[config.mk]
export PLATFORM = sky130hd
export DESIGN_NAME = trauma_value_noise_shake
export DESIGN_NICKNAME = d
export VERILOG_FILES = /design/src/hdl/tvns_pkg.sv /design/src/hdl/trauma_value_noise_shake.sv
export SDC_FILE = /design/constraint.sdc
export NUM_CORES = 2
export LEC_CHECK = 0
export BUFFER_PORTS_ARGS = -buffer_cell sky130_fd_sc_hd__buf_2
export CAP_MARGIN = 20
export CORE_ASPECT_RATIO = 1.25
export CORE_MARGIN = 2
export CORE_UTILIZATION = 25
export CTS_CLUSTER_DIAMETER = 120
export DETAILED_ROUTE_END_ITERATION = 6
export PLACE_DENSITY = 0.41
export SYNTH_ARGS = -nofsm -noshare
export SYNTH_HDL_FRONTEND = slang
export SYNTH_SLANG_ARGS = --single-unit
[constraint.sdc]
create_clock -name clk -period 18.5 [get_ports clk]
set_input_delay 1.85 -clock clk [delete_from_list [all_inputs] [get_ports clk]]
set_output_delay 1.85 -clock clk [all_outputs]
set_load 0.02 [all_outputs]
[src/hdl/tvns_pkg.sv]
// shared constants and types for the trauma value-noise view shake
`default_nettype none

package tvns_pkg;

  typedef logic [32:0] mul_op_t;
  typedef logic [1:0]  opcode_t;

  localparam opcode_t OP_TICK  = 2'd0;
  localparam opcode_t OP_ADD   = 2'd1;
  localparam opcode_t OP_CLEAR = 2'd2;

  localparam logic [2:0] REG_CONT_MODE  = 3'd0;
  localparam logic [2:0] REG_CONT_LEVEL = 3'd1;
  localparam logic [2:0] REG_DECAY_RATE = 3'd2;
  localparam logic [2:0] REG_NOISE_SPD  = 3'd3;
  localparam logic [2:0] REG_MAX_OFFSET = 3'd4;

  localparam logic [16:0] TRAUMA_ONE = 17'h10000;

  localparam logic [31:0] HASH_MUL_SAMPLE = 32'd374761393;
  localparam logic [31:0] HASH_MUL_SEED   = 32'd668265263;
  localparam logic [31:0] HASH_MUL_MIX    = 32'd1274126177;
  localparam logic [31:0] SEED_X_MIX      = HASH_MUL_SEED;
  localparam logic [31:0] SEED_Y_MIX      = 32'(HASH_MUL_SEED * 2);

endpackage

`default_nettype wire

[src/hdl/trauma_value_noise_shake.sv]
// trauma value-noise view shake: top level with sequencer and shared multiplier
//
// Each input word carries an opcode in tuser: tick, add trauma or clear. One result
// word comes back per input word. Add, clear and the unused opcode go from acceptance
// straight to the result. A tick that ends with trauma at zero stops after the decay
// step; otherwise the tick runs on the single shared 33 x 33 bit multiplier, which
// does fourteen products per full tick (phase step, decay, two for smoothstep, hash
// seeding, trauma scaling, four hash mixes, two noise blends, two offset scalings).
// The input side is not ready while a word is being worked on. The result waits in
// an output register, so the input side is released as soon as it is loaded.
`default_nettype none

module trauma_value_noise_shake
  import tvns_pkg::*;
#(
  parameter int FRAC_BITS      = 16,
  parameter int PHASE_INT_BITS = 32
) (
  input  wire logic        clk,
  input  wire logic        rst_n,
  input  wire logic        in_tvalid,
  output logic             in_tready,
  input  wire logic [31:0] in_tdata,     // delta_time[15:0], trauma_amount[31:16]
  input  wire logic [1:0]  in_tuser,     // opcode[1:0]
  output logic             out_tvalid,
  input  wire logic        out_tready,
  output logic [39:0]      out_tdata,    // offset_x[8:0], offset_y[17:9], trauma_level[34:18]
  input  wire logic        cfg_psel,
  input  wire logic        cfg_penable,
  input  wire logic        cfg_pwrite,
  input  wire logic [4:0]  cfg_paddr,
  input  wire logic [31:0] cfg_pwdata,
  output logic [31:0]      cfg_prdata,
  output logic             cfg_pready
);

  localparam int PW     = PHASE_INT_BITS + FRAC_BITS;
  localparam int INC_SH = 24 - FRAC_BITS;

  localparam logic [4:0] ST_IDLE = 5'd0;
  localparam logic [4:0] ST_INC  = 5'd1;
  localparam logic [4:0] ST_DEC  = 5'd2;
  localparam logic [4:0] ST_TRA  = 5'd3;
  localparam logic [4:0] ST_SQ   = 5'd4;
  localparam logic [4:0] ST_SM   = 5'd5;
  localparam logic [4:0] ST_E    = 5'd6;
  localparam logic [4:0] ST_MT   = 5'd7;
  localparam logic [4:0] ST_MTL  = 5'd8;
  localparam logic [4:0] ST_HPRE = 5'd9;
  localparam logic [4:0] ST_HMUL = 5'd10;
  localparam logic [4:0] ST_HFIN = 5'd11;
  localparam logic [4:0] ST_NMUL = 5'd12;
  localparam logic [4:0] ST_NADD = 5'd13;
  localparam logic [4:0] ST_OMUL = 5'd14;
  localparam logic [4:0] ST_OFIN = 5'd15;
  localparam logic [4:0] ST_OUT  = 5'd16;

  // control state
  logic [4:0]        state_r, state_nxt;
  logic              cont_mode_r, cont_mode_nxt;
  logic [16:0]       cont_level_r, cont_level_nxt;
  logic [15:0]       decay_rate_r, decay_rate_nxt;
  logic [15:0]       noise_speed_r, noise_speed_nxt;
  logic [7:0]        max_offset_r, max_offset_nxt;
  logic [16:0]       trauma_r, trauma_nxt;
  logic [PW-1:0]     phase_r, phase_nxt;
  logic signed [8:0] offx_r, offx_nxt;
  logic signed [8:0] offy_r, offy_nxt;
  logic              out_tvalid_r, out_tvalid_nxt;
  logic              seed_r, seed_nxt;
  logic              pos_r, pos_nxt;

  // datapath
  logic [65:0]       prod_r;
  logic [15:0]       dt_r, dt_nxt;
  logic [31:0]       v_r, v_nxt;
  logic [31:0]       hfrom_r, hfrom_nxt;
  logic [31:0]       hto_r, hto_nxt;
  logic [16:0]       e16_r, e16_nxt;
  logic [31:0]       samp_c1_r, samp_c1_nxt;
  logic [24:0]       mt_r, mt_nxt;
  logic              dneg_r, dneg_nxt;
  logic              nneg_r, nneg_nxt;
  logic [32:0]       nmag_r, nmag_nxt;
  logic [39:0]       out_tdata_r, out_tdata_nxt;

  mul_op_t           mul_a, mul_b;
  logic [65:0]       mul_p;

  logic              in_acc, cfg_wr;
  logic [2:0]        cfg_idx;
  logic [16:0]       level_sat;
  logic [15:0]       frac16;
  logic [31:0]       sample;

  // combinational temporaries
  logic [31:0]        inc_w;
  logic [24:0]        dec_w;
  logic [17:0]        add_w;
  logic [48:0]        e_w;
  logic [31:0]        hv_w, hw_w;
  logic signed [32:0] hd_w;
  logic [31:0]        hmag_w;
  logic signed [33:0] from_q;
  logic signed [51:0] base_w, prodv_w, full_w;
  logic [51:0]        fmag_w;
  logic [57:0]        osum_w;
  logic [8:0]         r9_w;

  assign in_acc     = in_tvalid & in_tready;
  assign in_tready  = (state_r == ST_IDLE);
  assign out_tvalid = out_tvalid_r;
  assign out_tdata  = out_tdata_r;
  assign cfg_pready = 1'b1;
  assign cfg_wr     = cfg_psel & cfg_penable & cfg_pwrite & cfg_pready;
  assign cfg_idx    = cfg_paddr[4:2];
  assign level_sat  = (cont_level_r > TRAUMA_ONE) ? TRAUMA_ONE : cont_level_r;
  assign sample     = 32'(phase_r[PW-1:FRAC_BITS]);

  generate
    if (FRAC_BITS >= 16) begin : g_frac_hi
      assign frac16 = phase_r[FRAC_BITS-1 -: 16];
    end else begin : g_frac_lo
      assign frac16 = {phase_r[FRAC_BITS-1:0], {(16-FRAC_BITS){1'b0}}};
    end
  endgenerate

  assign mul_p = mul_a * mul_b;

  always_comb begin
    unique case (cfg_idx)
      REG_CONT_MODE:  cfg_prdata = {31'd0, cont_mode_r};
      REG_CONT_LEVEL: cfg_prdata = {15'd0, cont_level_r};
      REG_DECAY_RATE: cfg_prdata = {16'd0, decay_rate_r};
      REG_NOISE_SPD:  cfg_prdata = {16'd0, noise_speed_r};
      REG_MAX_OFFSET: cfg_prdata = {24'd0, max_offset_r};
      default:        cfg_prdata = 32'd0;
    endcase
  end

  always_comb begin
    state_nxt       = state_r;
    cont_mode_nxt   = cont_mode_r;
    cont_level_nxt  = cont_level_r;
    decay_rate_nxt  = decay_rate_r;
    noise_speed_nxt = noise_speed_r;
    max_offset_nxt  = max_offset_r;
    trauma_nxt      = trauma_r;
    phase_nxt       = phase_r;
    offx_nxt        = offx_r;
    offy_nxt        = offy_r;
    out_tvalid_nxt  = out_tvalid_r & ~out_tready;
    seed_nxt        = seed_r;
    pos_nxt         = pos_r;
    dt_nxt          = dt_r;
    v_nxt           = v_r;
    hfrom_nxt       = hfrom_r;
    hto_nxt         = hto_r;
    e16_nxt         = e16_r;
    samp_c1_nxt     = samp_c1_r;
    mt_nxt          = mt_r;
    dneg_nxt        = dneg_r;
    nneg_nxt        = nneg_r;
    nmag_nxt        = nmag_r;
    out_tdata_nxt   = out_tdata_r;
    mul_a           = '0;
    mul_b           = '0;

    inc_w   = prod_r[31:0] >> INC_SH;
    dec_w   = 25'((33'(prod_r[31:0]) + 33'd128) >> 8);
    add_w   = {1'b0, trauma_r} + {2'b00, in_tdata[31:16]};
    e_w     = 49'(prod_r[47:0]) + 49'h0_8000_0000;
    hv_w    = samp_c1_r + (pos_r ? HASH_MUL_SAMPLE : 32'd0)
              + (seed_r ? SEED_Y_MIX : SEED_X_MIX);
    hw_w    = prod_r[31:0] ^ (prod_r[31:0] >> 16);
    hd_w    = $signed({1'b0, hto_r}) - $signed({1'b0, hfrom_r});
    hmag_w  = hd_w[32] ? 32'(-hd_w) : hd_w[31:0];
    from_q  = $signed({1'b0, hfrom_r, 1'b0}) - 34'sh0_FFFF_FFFF;
    base_w  = 52'(from_q) <<< 16;
    prodv_w = $signed({2'b00, prod_r[49:0]});
    full_w  = dneg_r ? (base_w - prodv_w) : (base_w + prodv_w);
    fmag_w  = full_w[51] ? 52'(-full_w) : 52'(full_w);
    osum_w  = prod_r[57:0] + (58'd1 << 47);
    r9_w    = osum_w[56:48];

    unique case (state_r)
      ST_IDLE: begin
        if (in_acc) begin
          dt_nxt = in_tdata[15:0];
          unique case (in_tuser)
            OP_TICK: state_nxt = ST_INC;
            OP_ADD: begin
              if (in_tdata[31:16] != 16'd0) begin
                trauma_nxt = (add_w > {1'b0, TRAUMA_ONE}) ? TRAUMA_ONE : add_w[16:0];
              end
              state_nxt = ST_OUT;
            end
            OP_CLEAR: begin
              trauma_nxt = '0;
              offx_nxt   = '0;
              offy_nxt   = '0;
              state_nxt  = ST_OUT;
            end
            default: state_nxt = ST_OUT;
          endcase
        end
      end
      ST_INC: begin
        mul_a     = 33'(dt_r);
        mul_b     = 33'(noise_speed_r);
        state_nxt = ST_DEC;
      end
      ST_DEC: begin
        phase_nxt = phase_r + PW'(inc_w);
        mul_a     = 33'(decay_rate_r);
        mul_b     = 33'(dt_r);
        state_nxt = ST_TRA;
      end
      ST_TRA: begin
        if (cont_mode_r) begin
          trauma_nxt = level_sat;
        end else if (trauma_r != 17'd0) begin
          trauma_nxt = (dec_w >= {8'd0, trauma_r}) ? 17'd0 : (trauma_r - dec_w[16:0]);
        end
        if (trauma_nxt == 17'd0) begin
          offx_nxt  = '0;
          offy_nxt  = '0;
          state_nxt = ST_OUT;
        end else begin
          state_nxt = ST_SQ;
        end
      end
      ST_SQ: begin
        mul_a     = 33'(frac16);
        mul_b     = 33'(frac16);
        state_nxt = ST_SM;
      end
      ST_SM: begin
        mul_a     = 33'(prod_r[31:0]);
        mul_b     = 33'(18'd196608 - {1'b0, frac16, 1'b0});
        state_nxt = ST_E;
      end
      ST_E: begin
        e16_nxt   = e_w[48:32];
        mul_a     = 33'(sample);
        mul_b     = 33'(HASH_MUL_SAMPLE);
        state_nxt = ST_MT;
      end
      ST_MT: begin
        samp_c1_nxt = prod_r[31:0];
        mul_a       = 33'(max_offset_r);
        mul_b       = 33'(trauma_r);
        state_nxt   = ST_MTL;
      end
      ST_MTL: begin
        mt_nxt    = prod_r[24:0];
        seed_nxt  = 1'b0;
        pos_nxt   = 1'b0;
        state_nxt = ST_HPRE;
      end
      ST_HPRE: begin
        v_nxt     = hv_w ^ (hv_w >> 13);
        state_nxt = ST_HMUL;
      end
      ST_HMUL: begin
        mul_a     = 33'(v_r);
        mul_b     = 33'(HASH_MUL_MIX);
        state_nxt = ST_HFIN;
      end
      ST_HFIN: begin
        if (!pos_r) begin
          hfrom_nxt = hw_w;
          pos_nxt   = 1'b1;
          state_nxt = ST_HPRE;
        end else begin
          hto_nxt   = hw_w;
          state_nxt = ST_NMUL;
        end
      end
      ST_NMUL: begin
        dneg_nxt  = hd_w[32];
        mul_a     = {hmag_w, 1'b0};
        mul_b     = 33'(e16_r);
        state_nxt = ST_NADD;
      end
      ST_NADD: begin
        nneg_nxt  = full_w[51];
        nmag_nxt  = 33'((fmag_w + 52'd32768) >> 16);
        state_nxt = ST_OMUL;
      end
      ST_OMUL: begin
        mul_a     = nmag_r;
        mul_b     = 33'(mt_r);
        state_nxt = ST_OFIN;
      end
      ST_OFIN: begin
        if (!seed_r) begin
          offx_nxt  = nneg_r ? $signed(9'd0 - r9_w) : $signed(r9_w);
          seed_nxt  = 1'b1;
          pos_nxt   = 1'b0;
          state_nxt = ST_HPRE;
        end else begin
          offy_nxt  = nneg_r ? $signed(9'd0 - r9_w) : $signed(r9_w);
          state_nxt = ST_OUT;
        end
      end
      ST_OUT: begin
        if (!out_tvalid_r || out_tready) begin
          out_tvalid_nxt = 1'b1;
          out_tdata_nxt  = {5'd0, trauma_r, offy_r, offx_r};
          state_nxt      = ST_IDLE;
        end
      end
      default: state_nxt = ST_IDLE;
    endcase

    if (cfg_wr) begin
      unique case (cfg_idx)
        REG_CONT_MODE: begin
          cont_mode_nxt = cfg_pwdata[0];
          if (cfg_pwdata[0]) begin
            trauma_nxt = level_sat;
          end
        end
        REG_CONT_LEVEL: cont_level_nxt  = cfg_pwdata[16:0];
        REG_DECAY_RATE: decay_rate_nxt  = cfg_pwdata[15:0];
        REG_NOISE_SPD:  noise_speed_nxt = cfg_pwdata[15:0];
        REG_MAX_OFFSET: max_offset_nxt  = cfg_pwdata[7:0];
        default: ;
      endcase
    end
  end

  always_ff @(posedge clk) begin
    if (!rst_n) begin
      state_r       <= ST_IDLE;
      cont_mode_r   <= 1'b0;
      cont_level_r  <= 17'd32768;
      decay_rate_r  <= 16'd256;
      noise_speed_r <= 16'd2560;
      max_offset_r  <= 8'd16;
      trauma_r      <= '0;
      phase_r       <= '0;
      offx_r        <= '0;
      offy_r        <= '0;
      out_tvalid_r  <= 1'b0;
      seed_r        <= 1'b0;
      pos_r         <= 1'b0;
    end else begin
      state_r       <= state_nxt;
      cont_mode_r   <= cont_mode_nxt;
      cont_level_r  <= cont_level_nxt;
      decay_rate_r  <= decay_rate_nxt;
      noise_speed_r <= noise_speed_nxt;
      max_offset_r  <= max_offset_nxt;
      trauma_r      <= trauma_nxt;
      phase_r       <= phase_nxt;
      offx_r        <= offx_nxt;
      offy_r        <= offy_nxt;
      out_tvalid_r  <= out_tvalid_nxt;
      seed_r        <= seed_nxt;
      pos_r         <= pos_nxt;
    end
  end

  always_ff @(posedge clk) begin
    prod_r      <= mul_p;
    dt_r        <= dt_nxt;
    v_r         <= v_nxt;
    hfrom_r     <= hfrom_nxt;
    hto_r       <= hto_nxt;
    e16_r       <= e16_nxt;
    samp_c1_r   <= samp_c1_nxt;
    mt_r        <= mt_nxt;
    dneg_r      <= dneg_nxt;
    nneg_r      <= nneg_nxt;
    nmag_r      <= nmag_nxt;
    out_tdata_r <= out_tdata_nxt;
  end

  a_trauma_range: assert property (@(posedge clk) disable iff (!rst_n)
    trauma_r <= TRAUMA_ONE)
    else $error("trauma above one");

  a_tick_starts: assert property (@(posedge clk) disable iff (!rst_n)
    in_acc && (in_tuser == OP_TICK) |=> state_r == ST_INC)
    else $error("tick did not start the sequence");

  a_other_direct: assert property (@(posedge clk) disable iff (!rst_n)
    in_acc && (in_tuser != OP_TICK) |=> state_r == ST_OUT)
    else $error("non-tick word did not go straight to the result");

  a_second_offset_ends: assert property (@(posedge clk) disable iff (!rst_n)
    (state_r == ST_OFIN) && seed_r |=> state_r == ST_OUT)
    else $error("sequence did not end after the vertical offset");

  a_offset_range: assert property (@(posedge clk) disable iff (!rst_n)
    (offx_r != 9'sh100) && (offy_r != 9'sh100))
    else $error("offset outside range");

endmodule

`default_nettype wire
Word-level counts from Yosys, hierarchy flattened
Cells that the tools add are included.

storage, ports and cells
  register bits after elaboration = 462
  input bits = 78
  word-level logic and storage cells = 147

cells by class
  $add $sub $neg = 17
  multiplexer cells = 41
  reduce and logical (&&, ||, !) cells = 24
  equality and inequality tests = 28
  bitwise logic cells = 8
  $lt $le $gt $ge = 3
  $mul = 1

operator list
  cell                      number
  $pmux W33 S9              2
  $mux W17                  11
  $pmux W17 S5              1
  $pmux W5 S17              1
  $pmux W17 S2              2
  $add A57 B48 Y57 const B  1
  $mul A33 B33 Y57          1
  $mux W9                   6
  $pmux W9 S3               2
  $add A50 B51 Y52          1
  $mux W52                  1
  $sub A50 B51 Y52          1
  $add A48 B32 Y49 const B  1
  $add A49 B16 Y49 const B  1
  $mux W49                  1
  $neg A49 Y49              1
  $add A48 B24 Y48          1
  $eq A5 B4 Y1 const B      8
  $sub A33 B32 Y34 const B  1
  $add A32 B8 Y33 const B   1
  $sub A32 B32 Y33          1
  $add A32 B29 Y32          1
  $add A32 B31 Y32          1
  $mux W32                  1
  other kinds (42)          73

Depth between registers and ports, before layout
  depth after elaboration = 10
  gate-level depth with buffers = 50
  mapped depth without buffers = 49

Worst setup path before layout
Ideal clock, no wire load.

  path kind = reg-to-reg
  from = register hfrom_r[0]
  to = register prod_r[56]
  clock period less this slack = 11665 ps
  data arrival time = 11535 ps
  path slack = 6835 ps
  setup time = 130 ps
  stages on the path, launching flop included = 48
  path through = edfxtp_1 -> ha_1 -> fa_1 -> nor2b_1 -> o31a_1 -> o221a_2 -> o211ai_1 -> a211oi_1 -> o21ai_0 -> a211oi_1 -> nor4_1 -> nor2_1 -> inv_1 -> clkbuf_1 -> nand2_1 -> xor2_1 -> o211ai_1 -> clkbuf_1 -> (+12 left out) -> fa_1 -> inv_1 -> ha_1 -> clkbuf_1 -> a21o_1 -> a21o_1 -> a21oi_1 -> o21ai_0 -> a221oi_1 -> nand2_1 -> a221o_1 -> nand4_1 -> a41oi_1 -> o21ai_0 -> nand2_1 -> nand4_1 -> a311o_1 -> xnor3_1

on the way
  elaborated cells on any way between the ends = 5

RTL lines
  what                    RTL line                         source
  from (decl)             trauma_value_noise_shake.sv:77   logic [31:0] hfrom_r, hfrom_nxt;
  from (signal assigned)  trauma_value_noise_shake.sv:370  hfrom_r <= hfrom_nxt;
  $sub A32 B32 Y33        trauma_value_noise_shake.sv:176  hd_w = $signed({1'b0, hto_r}) - $signed({1'b0, hfrom_r});
  named net hd_w[32]      trauma_value_noise_shake.sv:102  logic signed [32:0] hd_w;
  $mux W32                trauma_value_noise_shake.sv:177  hmag_w = hd_w[32] ? 32'(-hd_w) : hd_w[31:0];
  $pmux W33 S9            trauma_value_noise_shake.sv:186  unique case (state_r)
  $mul A33 B33 Y57        trauma_value_noise_shake.sv:128  assign mul_p = mul_a * mul_b;
  named net mul_p[56]     trauma_value_noise_shake.sv:88   logic [65:0] mul_p;
  to (signal assigned)    trauma_value_noise_shake.sv:367  prod_r <= mul_p;
  to (decl)               trauma_value_noise_shake.sv:74   logic [65:0] prod_r;

The timed path passes the listed nets, and every way through them passes these cells.
A chain may end at the register's enable or synchronous reset.

Worst setup path after layout
  from = register hfrom_r[0]
  to = register prod_r[56]

on the way
  word-level cells in the longest chain between the ends = 5

ends and longest elaborated chain
  what                  RTL line
  $sub A32 B32 Y33 (*)  trauma_value_noise_shake.sv:176
  $neg A32 Y32          trauma_value_noise_shake.sv:177
  $mux W32 (*)          trauma_value_noise_shake.sv:177
  $pmux W33 S9 (*)      trauma_value_noise_shake.sv:186
  $mul A33 B33 Y57 (*)  trauma_value_noise_shake.sv:128
  named net mul_p[56]   trauma_value_noise_shake.sv:88

The timed path passes the listed nets; every way through them passes the cells marked *.

==> results.md <==
Clocking:
- The later-pin clock latency in the skew report is 0.71 ns.
- The number of gates resized after CTS was 0.
- TritonCTS built the clock tree.
- The count of hold-fix buffers inserted at cts is 0.
- The CTS buffer count is 52.
- Buffers added to address setup during post-CTS repair amount to 0.
- The number of clock sinks is 462.
- The H-tree was split into 2 levels.
- The buffer depth of the longest clock path is 3.
- Clock-pin slew was measured on the worst setup and hold paths at 0.06 ns.
- In this run the clock root is driven by a clkbuf_16.

Timing:
- The post-route fraction of the period consumed by the critical path is 0.800.
- The setup TNS after final layout is 0 ns.
- The clock tree skew after final layout is 0.0584 ns.
- The highest clock rate is 67.6 MHz.
- Setup repair after global routing left no endpoint under its margin.
- The shortest clock period the worst path allows after layout is 14.80 ns.
- The worst relative slew slack is 0.217.
- Setup violations remaining at the end of the flow were counted as 0.
- At the pin with the least slew margin, the transition time is 1.17 ns.
- The hold violation count in the final report is 0.
- The final critical-path setup slack is 3.70 ns.
- The final-report max-slew violation count is 0.

Synthesis:
- Synthesis produced 7258 cells.
- The biggest area contributor in the post-synthesis netlist is fa_1.
- The most used flip-flop cell after synthesis is edfxtp_1.
- The number of warning messages in the yosys log is 0.
- Sorting the synthesized cells by how often they occur yields inv_1, fa_1, nand2_1.
- The most repeated cell in the gate-level netlist after synthesis is inv_1.
- Counting flops with a built-in enable in the synthesized netlist gives 256.
- The synthesis-stage register bit count is 462.
- Yosys attributes the largest share of cell area to fa_1, edfxtp_1, ha_1.
- The netlist uses 119 different library cells.
- Averaged over all synthesized cells, the footprint is 8.81 sq um.
- After synthesis the cells add up to 63900 sq um.
- The proportion of register bits with asynchronous set or reset after synthesis is 0.
- Of the synthesized area, sequential elements account for 0.185.
- The fraction of synthesized cell area taken by the top area cell type is 0.271.

Global route:
- Entering global routing, the biggest net connects 66 pins.
- Global routing finished with a remaining overflow of 0.
- The total routing resource utilization after global routing is 0.206.
- The first-pass GRT wire length is 391000 um.
- The number of antenna violations at the first check in global routing is 11.
- The number of global-route vias before repair came to 54900.

Layout:
- Leaving out filler cells and counting taps, the final layout contains 10700.
- At the end of the flow the core is filled with cells to 0.279.
- The area growth from synthesis to layout is 10.9%.
- The layout net count is 8728.
- Once layout is done, the placed cells without fillers occupy 70900 sq um.
- Of the cells placed in the final design, the portion with a size suffix greater than 1 is 0.0735.
- The number of fill cells in the layout is 27400.

Critical path:
- The critical path arrival is 15.36 ns.
- Of all nets on the critical path, the largest fanout is 19.
- The worst path required time is 19.06 ns.
- STA classifies the critical path endpoint as a flip-flop.
- The critical path's largest stage delay is 0.78 ns.
- In this design, the largest share of critical-path delay is due to compound AO/OA/AOI/OAI gates.
- For the worst flop-to-flop path, the logic depth is 44.
- The total buffers and inverters traversed by the critical path is 6.
- The worst register-to-register path begins at hfrom_r[0]$_DFFE_PP_.
- The setup check on the worst reg-to-reg path leaves a slack of 3.70 ns.
- By instance count, the cell type seen most on the critical path is fa_1.
- The endpoint identified for the worst register-to-register timing path is prod_r[56]$_DFF_P_.
- The classification of the worst setup path is flip-flop to flip-flop.
- Among all stages on the critical path, the largest delay is contributed by a21oi_4.
- The nature of the critical path startpoint is a flip-flop.

Detailed routing:
- The first-iteration detailed-routing DRC count is 3624.
- Using the TritonRoute via totals, the vias-per-cell ratio works out to 4.91.
- The first detailed-routing pass ran for 7 iterations.
- The via count is 52500.
- The remaining number of nets flagged by the antenna check after routing is 0.
- After detailed routing, the average wire length per cell comes to 25.4 um.
- The number of remaining DRC errors is 6.
- Summed over all layers, the routed wires come to 272000 um.

Power and ir drop:
- In this run the power density over the cells is 37.7 nW/um^2.
- VDD sags by at most 0.0722 mV.
- The analysis attributes to cell leakage a power of 31.8 nW.

Floorplan:
- The region available for standard cell placement spans 254000 sq um.
- In this run the count of I/O pins placed on the die edge is 153.
- The number of core rows is 207.
- The effective utilization at floorplan is 0.251.
- The die boundary width is 456 um.
- The vertical die dimension is 569 um.
- The die covers 260000 sq um.

Placement:
- The number of cells in the design after placement is 10600.
- The post-detailed-placement half-perimeter wirelength is 220000 um.
- The post-placement cell area is 69100 sq um.
- Port buffering added 114 buffers.
- The final RePlAce weighted congestion is 0.916.
- Prior to clock tree synthesis, the placed netlist has a worst setup slack of 3.73 ns.

Hold path:
- Counting instances, the worst hold path has a depth of 0.
- The endpoint of the worst hold path is out_tdata[0]$_DFFE_PP_.
- The launch point of the worst hold path is offx_r[0]$_SDFFE_PN0P_.
- The worst hold path belongs to the class flip-flop to flip-flop.

Status:
- The checks that failed: DRC.
- The flow ran to the end, but the final reports show violations.

Run:
- The tool flagged a number of max-cap violations equal to 0.
[layer usage]
| metal | global-route usage | part of all wire | vias to the layer above |
|---|---|---|---|
| met3 | 0.0190 | 0.041 | 442 |
| li1 | - | - | 23700 |
| met2 | 0.373 | 0.51 | 1523 |
| met5 | 0 | 0.00024 | - |
| met1 | 0.242 | 0.39 | 26800 |
| met4 | 0.106 | 0.060 | 10 |
[cell type report]
class,instances,area [sq um],area share
Timing Repair Buffer,301,2000,0.0282
Multi-Input combinational cell,5223,46400,0.654
Sequential cell,462,11800,0.167
Antenna cell,5,12.5,0.000176
Clock buffer,71,1520,0.0214
Inverter,1258,4720,0.0666
Tap cell,3344,4180,0.0590
Clock inverter,27,282,0.00397
[through the flow]
stage          total power (W)  hold slack (ns)
2_1_floorplan          0.00137            0.408
6_report               0.00267            0.432
4_1_cts                0.00270            0.431
3_3_place_gp           0.00155            0.414
5_1_grt                0.00275            0.437
3_5_place_dp           0.00155            0.415
[sequential cells by signal, summed over array words and instances (netlist names), 5 cells and up]
signal	cells
phase_r	48
trauma_r	17
dt_r	16
decay_rate_r	16
e16_r	17
prod_r	57
offy_r	9
out_tdata	35
v_r	32
hfrom_r	32
cont_level_r	17
mt_r	25
nmag_r	33
state_r	5
offx_r	9
max_offset_r	8
noise_speed_r	16
samp_c1_r	32
hto_r	32
[cell families after synthesis]
family | count (synthesis) | synth area share
AND/OR/NAND/NOR | 2253 | 0.165
buffers and inverters | 1592 | 0.0954
adder cells (fa/ha/maj) | 1352 | 0.366
AO/OA/AOI/OAI | 1156 | 0.126
flip-flops | 462 | 0.185
XOR/XNOR | 379 | 0.0525
multiplexers | 62 | 0.00993
other | 2 | 0.000118
[worst max path at each step]
stage                     cells after the start            endpoint            startpoint
after global placement                       44  prod_r[56]$_DFF_P_  hfrom_r[0]$_DFFE_PP_
after floorplan                              47  prod_r[56]$_DFF_P_  hfrom_r[0]$_DFFE_PP_
after CTS                                    44  prod_r[56]$_DFF_P_  hfrom_r[0]$_DFFE_PP_
after global routing                         44  prod_r[56]$_DFF_P_  hfrom_r[0]$_DFFE_PP_
after detailed placement                     45  prod_r[56]$_DFF_P_  hfrom_r[0]$_DFFE_PP_
final                                        44  prod_r[56]$_DFF_P_  hfrom_r[0]$_DFFE_PP_
[layout by cell type, fill, tap and decap left out, types with 27 or more instances in the layout]
| cell type | instances |
|---|---|
| nand4_1 | 50 |
| buf_2 | 113 |
| and2_1 | 142 |
| nand2b_1 | 69 |
| dfxtp_1 | 206 |
| fa_1 | 865 |
| a22oi_1 | 75 |
| nor2b_1 | 44 |
| or2_2 | 29 |
| buf_4 | 187 |
| xor2_1 | 143 |
| and3_1 | 40 |
| o31ai_1 | 39 |
| nand3_1 | 115 |
| ha_1 | 487 |
| edfxtp_1 | 256 |
| clkbuf_16 | 55 |
| o21a_1 | 42 |
| nor2_1 | 600 |
| o21ai_0 | 155 |
| inv_1 | 1253 |
| o211ai_1 | 43 |
| a21boi_0 | 66 |
| a21o_1 | 96 |
| nor4_1 | 40 |
| nand2_1 | 855 |
| or3_1 | 42 |
| o22ai_1 | 27 |
| nor3_1 | 88 |
| mux2i_1 | 51 |
| a211oi_1 | 33 |
| a21oi_1 | 250 |
| xnor2_1 | 232 |
[power by group]
part	switching (W)	internal [W]
Combinational	0.000289	0.000123
Sequential	0.0000215	0.00110
Clock	0.000519	0.000622
[worst reg2reg max path, delay by kind of cell (launching register included)]
kind                     cells  cell delay, ns
AND/OR/NAND/NOR              8            1.59
buffers and inverters        6            1.05
XOR/XNOR                     2            0.70
adder cells (fa/ha/maj)     11            5.14
flip-flops                   1            0.54
AO/OA/AOI/OAI               17            5.67
Power figures use the tool's default switching activity.
